### src/rtl/ibus_pkg.sv
`default_nettype none

package ibus_pkg;

	// Number of channels carried in one frame.
	localparam int CHANNELS = 14;

	// Two header bytes, two bytes per channel, two trailer bytes.
	localparam int FRAME_LEN   = 2 + 2 * CHANNELS + 2;
	localparam int TRAILER_POS = 2 + 2 * CHANNELS;

	localparam int COUNT_W = 6;
	localparam int CHAN_W  = 10;
	localparam int CMD_W   = 11;
	localparam int SW_W    = 6;
	localparam int SLOTS   = 6;

	localparam logic [COUNT_W-1:0] COUNT_MAX = '1;

	// Channel number (counting from zero) held in each kept slot.
	localparam logic [4:0] SLOT_CHANNEL [SLOTS] = '{5'd0, 5'd1, 5'd6, 5'd7, 5'd8, 5'd9};

	localparam logic [15:0] CHECK_BASE  = 16'hFFFF;
	localparam logic [15:0] RAW_LOW     = 16'd1000;
	localparam logic [15:0] RAW_HIGH    = 16'd2000;
	localparam logic [CHAN_W-1:0] CHAN_FULL   = 10'd1000;
	localparam logic [CHAN_W-1:0] SW_HIGH_LIM = 10'd850;
	localparam logic [CHAN_W-1:0] SW_MID_LIM  = 10'd250;
	localparam logic [CMD_W-1:0]  CMD_CENTRE  = 11'd500;

	localparam logic [15:0] RST_TIMEOUT_LIMIT = 16'd160;
	localparam logic [7:0]  RST_LENGTH_BYTE   = 8'd32;
	localparam logic [7:0]  RST_COMMAND_BYTE  = 8'd64;

	typedef enum logic [1:0] {
		FUNC_BYTE = 2'd0,
		FUNC_IDLE = 2'd1,
		FUNC_TICK = 2'd2
	} func_t;

	typedef enum logic [1:0] {
		REG_TIMEOUT_LIMIT = 2'd0,
		REG_LENGTH_BYTE   = 2'd1,
		REG_COMMAND_BYTE  = 2'd2
	} reg_idx_t;

	typedef logic [SLOTS-1:0][CHAN_W-1:0] chan_arr_t;

	// What the byte parser hands to the top level for the word in stage one.
	typedef struct packed {
		logic      frame_ok;
		chan_arr_t chans;
	} frame_info_t;

	function automatic logic [CHAN_W-1:0] clamp_channel(input logic [15:0] raw);
		logic [15:0] diff;
		diff = raw - RAW_LOW;
		if (raw < RAW_LOW)
			return '0;
		else if (raw > RAW_HIGH)
			return CHAN_FULL;
		else
			return diff[CHAN_W-1:0];
	endfunction

	function automatic logic sw_two(input logic [CHAN_W-1:0] v);
		return v > SW_HIGH_LIM;
	endfunction

	function automatic logic [1:0] sw_three(input logic [CHAN_W-1:0] v);
		if (v > SW_HIGH_LIM)
			return 2'd2;
		else if (v > SW_MID_LIM)
			return 2'd1;
		else
			return 2'd0;
	endfunction

	// (v - 500) * 2, kept to the command width.
	function automatic logic [CMD_W-1:0] to_cmd(input logic [CHAN_W-1:0] v);
		logic [CMD_W-1:0] diff;
		diff = {1'b0, v} - CMD_CENTRE;
		return {diff[CMD_W-2:0], 1'b0};
	endfunction

endpackage

`default_nettype wire

### src/rtl/ibus_parser.sv
`default_nettype none

module ibus_parser
	import ibus_pkg::*;
(
	input  wire logic        clk,
	input  wire logic        arst_n,
	input  wire logic        advance,
	input  wire logic [1:0]  func,
	input  wire logic [7:0]  rx_byte,
	input  wire logic [7:0]  length_byte,
	input  wire logic [7:0]  command_byte,
	output frame_info_t      info
);

	logic [COUNT_W-1:0] burst_count_q, burst_count_d;
	logic [15:0]        running_sum_q, running_sum_d;
	logic [7:0]         low_byte_q, low_byte_d;
	logic               header_match_q, header_match_d;
	chan_arr_t          pending_q;
	logic [SLOTS-1:0]   pend_we;
	logic [COUNT_W-1:0] ch_pos;
	logic [4:0]         ch_idx;
	logic [CHAN_W-1:0]  chan_value;
	logic [15:0]        trailer;

	assign ch_pos     = burst_count_q - COUNT_W'(2);
	assign ch_idx     = ch_pos[COUNT_W-1:1];
	assign chan_value = clamp_channel({rx_byte, low_byte_q});
	assign trailer    = {rx_byte, low_byte_q};

	assign info.frame_ok = (burst_count_q == COUNT_W'(FRAME_LEN)) && header_match_q;
	assign info.chans    = pending_q;

	always_comb begin
		burst_count_d  = burst_count_q;
		running_sum_d  = running_sum_q;
		low_byte_d     = low_byte_q;
		header_match_d = header_match_q;
		pend_we        = '0;
		unique case (func_t'(func))
			FUNC_BYTE: begin
				if (burst_count_q != COUNT_MAX)
					burst_count_d = burst_count_q + COUNT_W'(1);
				if (burst_count_q == '0) begin
					header_match_d = (rx_byte == length_byte);
					running_sum_d  = {8'd0, rx_byte};
				end else if (burst_count_q < COUNT_W'(TRAILER_POS)) begin
					running_sum_d = running_sum_q + {8'd0, rx_byte};
					if (burst_count_q == COUNT_W'(1)) begin
						header_match_d = header_match_q && (rx_byte == command_byte);
					end else if (!burst_count_q[0]) begin
						low_byte_d = rx_byte;
					end else begin
						for (int s = 0; s < SLOTS; s++)
							pend_we[s] = (ch_idx == SLOT_CHANNEL[s]);
					end
				end else if (burst_count_q == COUNT_W'(TRAILER_POS)) begin
					low_byte_d = rx_byte;
				end else if (burst_count_q == COUNT_W'(TRAILER_POS + 1)) begin
					header_match_d = header_match_q &&
						(trailer == (CHECK_BASE - running_sum_q));
				end
			end
			FUNC_IDLE: begin
				burst_count_d  = '0;
				running_sum_d  = '0;
				header_match_d = 1'b0;
			end
			default: begin
			end
		endcase
	end

	always_ff @(posedge clk or negedge arst_n) begin
		if (!arst_n) begin
			burst_count_q  <= '0;
			running_sum_q  <= '0;
			low_byte_q     <= '0;
			header_match_q <= 1'b0;
		end else if (advance) begin
			burst_count_q  <= burst_count_d;
			running_sum_q  <= running_sum_d;
			low_byte_q     <= low_byte_d;
			header_match_q <= header_match_d;
		end
	end

	// Channel values of the burst in progress; every entry is written before
	// a frame that uses it can be accepted.
	always_ff @(posedge clk) begin
		for (int s = 0; s < SLOTS; s++)
			if (advance && pend_we[s])
				pending_q[s] <= chan_value;
	end

endmodule

`default_nettype wire

### src/rtl/ibus_frame_receiver_top.sv
// Receiver for a serial channel frame: bytes, idle marks and ticks in, one result word out.
// An accepted word waits in stage one, then moves into the result registers.
// Throughput: one word per cycle while the consumer keeps up, one register stage per side.
// Reset (arst_n low, asynchronous) clears all control state, the counters, commands
// and switch word, and restores the configuration registers to their default values.
`default_nettype none

module ibus_frame_receiver_top
	import ibus_pkg::*;
(
	input  wire logic              clk,
	input  wire logic              arst_n,
	// Input channel.
	input  wire logic              in_valid,
	output logic                   in_ready,
	input  wire logic [1:0]        func,
	input  wire logic [7:0]        rx_byte,
	// Output channel.
	output logic                   out_valid,
	input  wire logic              out_ready,
	output logic signed [CMD_W-1:0] cmd_one,
	output logic signed [CMD_W-1:0] cmd_two,
	output logic [SW_W-1:0]        switch_bits,
	output logic                   timed_out,
	output logic                   frame_accepted,
	// Configuration port.
	input  wire logic              psel,
	input  wire logic              penable,
	input  wire logic              pwrite,
	input  wire logic [3:0]        paddr,
	input  wire logic [31:0]       pwdata,
	output logic [31:0]            prdata,
	output logic                   pready
);

	// Configuration registers.
	logic [15:0] timeout_limit_q;
	logic [7:0]  length_byte_q;
	logic [7:0]  command_byte_q;
	logic        cfg_write;

	// Stage one holds the accepted word until the result register is free.
	logic        valid_s1;
	logic [1:0]  func_s1;
	logic [7:0]  byte_s1;
	logic        advance;

	// Block state that is also the result word.
	chan_arr_t          active_q;
	logic [15:0]        timeout_count_q;
	logic               timeout_flag_q;
	logic [CMD_W-1:0]   cmd_one_q, cmd_one_d;
	logic [CMD_W-1:0]   cmd_two_q, cmd_two_d;
	logic [SW_W-1:0]    switch_q, switch_d;
	logic [15:0]        timeout_count_d;
	logic               timeout_flag_d;
	logic               out_valid_q;
	logic               accepted_q;
	logic               frame_take;
	frame_info_t        info;

	// ------------------------------------------------------------------
	// Configuration port. Writes complete in the access phase; pready is
	// tied high so no wait states are ever inserted.
	// ------------------------------------------------------------------
	assign pready    = 1'b1;
	assign cfg_write = psel && penable && pwrite && pready;

	always_ff @(posedge clk or negedge arst_n) begin
		if (!arst_n) begin
			timeout_limit_q <= RST_TIMEOUT_LIMIT;
			length_byte_q   <= RST_LENGTH_BYTE;
			command_byte_q  <= RST_COMMAND_BYTE;
		end else if (cfg_write) begin
			unique case (paddr[3:2])
				REG_TIMEOUT_LIMIT: timeout_limit_q <= pwdata[15:0];
				REG_LENGTH_BYTE:   length_byte_q   <= pwdata[7:0];
				REG_COMMAND_BYTE:  command_byte_q  <= pwdata[7:0];
				default: begin
				end
			endcase
		end
	end

	always_comb begin
		unique case (paddr[3:2])
			REG_TIMEOUT_LIMIT: prdata = {16'd0, timeout_limit_q};
			REG_LENGTH_BYTE:   prdata = {24'd0, length_byte_q};
			REG_COMMAND_BYTE:  prdata = {24'd0, command_byte_q};
			default:           prdata = '0;
		endcase
	end

	// ------------------------------------------------------------------
	// Handshake. A word in stage one moves on whenever the result register
	// is empty or being emptied in the same cycle, so a new word can enter
	// every cycle while the consumer keeps up.
	// ------------------------------------------------------------------
	assign advance  = valid_s1 && (!out_valid_q || out_ready);
	assign in_ready = !valid_s1 || advance;

	always_ff @(posedge clk or negedge arst_n) begin
		if (!arst_n) begin
			valid_s1 <= 1'b0;
		end else if (in_ready) begin
			valid_s1 <= in_valid;
		end
	end

	always_ff @(posedge clk) begin
		if (in_ready && in_valid) begin
			func_s1 <= func;
			byte_s1 <= rx_byte;
		end
	end

	// Byte assembly, header and checksum tracking.
	ibus_parser u_parser (
		.clk          (clk),
		.arst_n       (arst_n),
		.advance      (advance),
		.func         (func_s1),
		.rx_byte      (byte_s1),
		.length_byte  (length_byte_q),
		.command_byte (command_byte_q),
		.info         (info)
	);

	// ------------------------------------------------------------------
	// Frame acceptance, tick handling and the timeout counter.
	// ------------------------------------------------------------------
	assign frame_take = (func_t'(func_s1) == FUNC_IDLE) && info.frame_ok;

	always_comb begin
		cmd_one_d       = cmd_one_q;
		cmd_two_d       = cmd_two_q;
		switch_d        = switch_q;
		timeout_count_d = timeout_count_q;
		timeout_flag_d  = timeout_flag_q;
		unique case (func_t'(func_s1))
			FUNC_IDLE: begin
				if (info.frame_ok) begin
					timeout_count_d = '0;
					timeout_flag_d  = 1'b0;
				end
			end
			FUNC_TICK: begin
				// Commands follow the channels only while the link is alive.
				if (!timeout_flag_q) begin
					cmd_one_d = to_cmd(active_q[0]);
					cmd_two_d = to_cmd(active_q[1]);
					switch_d  = {sw_two(active_q[5]), sw_three(active_q[4]),
						sw_three(active_q[3]), sw_two(active_q[2])};
				end
				// The counter compares its old value and stops at the limit;
				// expiry zeroes the commands and drops the first switch bit.
				if (timeout_count_q >= timeout_limit_q) begin
					timeout_flag_d  = 1'b1;
					timeout_count_d = timeout_limit_q;
					cmd_one_d       = '0;
					cmd_two_d       = '0;
					switch_d[0]     = 1'b0;
				end else begin
					timeout_count_d = timeout_count_q + 16'd1;
				end
			end
			default: begin
			end
		endcase
	end

	always_ff @(posedge clk or negedge arst_n) begin
		if (!arst_n) begin
			active_q        <= '0;
			timeout_count_q <= '0;
			timeout_flag_q  <= 1'b0;
			cmd_one_q       <= '0;
			cmd_two_q       <= '0;
			switch_q        <= '0;
			accepted_q      <= 1'b0;
		end else if (advance) begin
			if (frame_take)
				active_q <= info.chans;
			timeout_count_q <= timeout_count_d;
			timeout_flag_q  <= timeout_flag_d;
			cmd_one_q       <= cmd_one_d;
			cmd_two_q       <= cmd_two_d;
			switch_q        <= switch_d;
			accepted_q      <= frame_take;
		end
	end

	// The state registers double as the result register: they only change
	// when a word advances, which needs the previous result to be taken.
	always_ff @(posedge clk or negedge arst_n) begin
		if (!arst_n) begin
			out_valid_q <= 1'b0;
		end else if (advance) begin
			out_valid_q <= 1'b1;
		end else if (out_ready) begin
			out_valid_q <= 1'b0;
		end
	end

	assign out_valid      = out_valid_q;
	assign cmd_one        = signed'(cmd_one_q);
	assign cmd_two        = signed'(cmd_two_q);
	assign switch_bits    = switch_q;
	assign timed_out      = timeout_flag_q;
	assign frame_accepted = accepted_q;

endmodule

`default_nettype wire

### config.mk
export PLATFORM = sky130hd
export DESIGN_NAME = ibus_frame_receiver_top
export DESIGN_NICKNAME = d
export VERILOG_FILES = /design/src/rtl/ibus_pkg.sv /design/src/rtl/ibus_parser.sv /design/src/rtl/ibus_frame_receiver_top.sv
export SDC_FILE = /design/constraint.sdc
export NUM_CORES = 1
export LEC_CHECK = 0
export BUFFER_PORTS_ARGS = -buffer_cell sky130_fd_sc_hd__buf_2
export CORE_MARGIN = 1
export CORE_UTILIZATION = 59
export CTS_CLUSTER_DIAMETER = 200
export DETAILED_ROUTE_END_ITERATION = 8
export PLACE_DENSITY = 0.88
export SYNTH_ARGS = -nofsm -noshare
export SYNTH_HDL_FRONTEND = slang
export SYNTH_SLANG_ARGS = --single-unit
### constraint.sdc
create_clock -name clk -period 4.2 [get_ports clk]
set_input_delay 0.42 -clock clk [delete_from_list [all_inputs] [get_ports clk]]
set_output_delay 0.42 -clock clk [all_outputs]
set_load 0.01 [all_outputs]
==> impl_results.md <==
* Clock slew at reported path FFs at 0.06 ns
* Gr ovfl total at 0
* Worst min path class: input port to asynchronous set/reset pin
* Yosys top cell by area: dfrtp_1
* CTS tree: done
* Synth top area cells: dfrtp_1 36%, edfxtp_1 18%, mux2_2 8.2%
* Tot Pwr at just over 6 mW
* Max Buffers Root-to-Sink at 3
* Avg Vias per Cell at 6.00
* Crit-path most repeated cell: and3_1
* WP data required at 4.60 ns
* WHS at -0.0360 ns
* CP Buf/Inv Count at 1
* Skew-Pair Late Insertion Delay at 0.52 ns
* Crit Path Max Fanout at 26
* Synth top cells by count: 165 x dfrtp_1, 88 x nand2_1, 83 x mux2_2, 70 x edfxtp_1, 66 x o21ai_0
* Max Clock Skew at 0.00994 ns
* ANT nets after route at 0
* First-pass GRT wire length at 40,100 µm
* Fmax at between 0.3 and 0.4 GHz
* H-tree depth at 1
* Pwr/cell area at 480 nW/µm²
* Post-CTS setup buffers at 0
* Setup crit end: timeout_count_q[14]
* Synth top area share at 0.362
* CTS root buffer: clkbuf_16
* Actual slew at the worst max-slew pin at roughly 1.0 ns
* RSZ-0062 raised after global routing: false
* Crit-path max cell delay at 0.73 ns
* Synth cell types at 66
* Worst r2r path cells at 8
* Mapped cell area at roughly 11,000 µm²
* Max-Cap Viols at 0
* Final setup violation count at 0
* Final Hold Fails at 20
* R2R setup slack at 1.00 ns
* Failing checks: hold timing
* Router iterations before antenna repair at 4
* Sequential-to-total area share from yosys stat at 0.555
* Drc violations at 0
* Antenna cell count at 0
* Leakage at 5.66 nW
* Fillers at 1,307
* GRT Total Usage at 0.256
* Layout Nets at 1,138
* Std-Cell Rows at 50
* M1 WL at 10,600 µm
* VDD IR max at around 0.44 mV
* Cts bufs inserted at 24
* Initial drt markers at 577
* Cts repair resizes at 0
* Post-route core utilization at 0.677
* Num ports at 118
* WS Path Type: flop to flop
* Die area at 19,900 µm²
* Worst Setup End Kind: flop
* Share of layout cells above drive strength 1 at 0.210
* CP Depth at 8
* Initial antenna violation count at 0
* Critical path arrival at 3.60 ns
* EDFF count, synth at 70
* CTS Hold Buffers Added at 0
* Ys flop type: dfrtp_1
* Initial core utilization at 0.606
* Die width at 141 µm
* Register bit count reported by yosys at 239
* WL met3 at about 1400 µm
* Worst R2R End: timeout_count_q[14]
* DIE HEIGHT at 141 µm
* Crit start category: flop
* Slew Limit Headroom at 0.308
* Tmin final at 3.20 ns
* Clock Sinks at 239
* Routed WL at roughly 25,000 µm
* Setup TNS at 0 ns
* Status: finished, violations left
* Met2 wire length at about 12,000 µm
* Number of global-route vias before repair at 7,830
* CP top delay family: simple AND/OR/NAND/NOR gates
* CP startpoint: timeout_limit_q[5]
* Synth warnings at 0
* Final Wtd Congestion at 0.886
* Final period utilization at 0.761
* Reg2reg start: timeout_limit_q[5]
* DP HPWL at 16,700 µm
* Place WS at 1.04 ns
* Worst-path cell chain: inv_1, ha_1, and3_1, o311a_1, o31ai_1, and3_1, nor2_8, a221o_1
* Avg Inst Size Synth at 11.6 µm²
* IO Port Bufs at 80
* Slew Viols, Final at 0
* Crit path max-delay cell type: and3_1
* Layout area overhead at 11.8%
* Core area at 18,800 µm²
* Largest net degree at the start of global routing at between 90 and 100
* Setup slack after layout at between 1 and 1.5 ns
* Most frequent cell after synthesis: dfrtp_1
* WL/cell at 18.6 µm
* Syn Inst Count at 982
* Top sig layer: met4
* Total number of vias at around 8k
* Share of flip-flops with an asynchronous set or reset at 0.707
flip-flops by register name (all words and copies together), names as in the netlist, 10 cells and up:
name and count:
timeout_count_q 16, cmd_one 10, u_parser.info 60, cmd_two 10, active_q 60, u_parser.running_sum_q 16
timeout_limit_q 16
layout by cell type, fill, tap and decap left out, types with 8 or more instances in the layout:
cell and n:
clkbuf_16 24, nand3_1 14, xnor2_1 11, nor4_1 10
nand2b_1 13, edfxtp_1 70, dfrtp_1 165, o21ai_0 66
nor2_1 61, a211oi_1 13, buf_2 79, a221o_1 10
nor3_1 19, and3_1 8, xor2_1 50, mux2i_1 12
buf_4 10, inv_1 30, nand4_1 15, ha_1 32
conb_1 19, mux2_2 83, a21oi_1 34, nand2_1 88
cell families after synthesis:
group,synth area share
compound gates,0.108
buf+inv,0.0415
other cells,0.000658
fa+ha+maj,0.0368
flops,0.555
mux,0.0924
simple gates,0.118
xor+xnor,0.0468
through the flow:
stage	cell area, µm²	hold WS, ns	instances
after floorplan	11500	0.124	999
after CTS	12800	0.00551	1330
after global placement	12000	0.432	1286
final	12800	-0.0360	1330
after detailed placement	12000	0.442	1286
after global routing	12800	0.0369	1330
per-layer routing:
| layer | vias up | GRT usage |
|---|---|---|
| met5 | - | 0 |
| met1 | 3971 | 0.346 |
| met4 | 0 | 0.0961 |
| met2 | 290 | 0.423 |
| li1 | 3660 | - |
| met3 | 63 | 0.0380 |
report_power, final:
group          switching [mW]  total [mW]  internal, mW  leakage (nW)
clock                   0.895        2.15          1.25         0.376
combinational           0.602        1.07         0.468          2.44
sequential              0.286        2.90          2.61          2.85
how the worst min path moves through the flow:
stage	to	slack [ns]	depth (start not counted)
global route	active_q[17]	0.04	1
detailed placement	active_q[2]	0.44	2
finish	active_q[18]	-0.04	1
global placement	active_q[3]	0.43	2
floorplan	active_q[0]	0.12	0
CTS	cmd_two[7]	0.006	1
cell type report:
type	count	area, µm²	area share
Clock buffer	29	629	0.0493
Clock inverter	15	158	0.0124
Inverter	31	116	0.00912
Multi-Input combinational cell	665	4690	0.368
Sequential cell	239	6340	0.497
Tap cell	260	325	0.0255
Timing Repair Buffer	91	502	0.0393
Power figures use the tool's default switching activity.
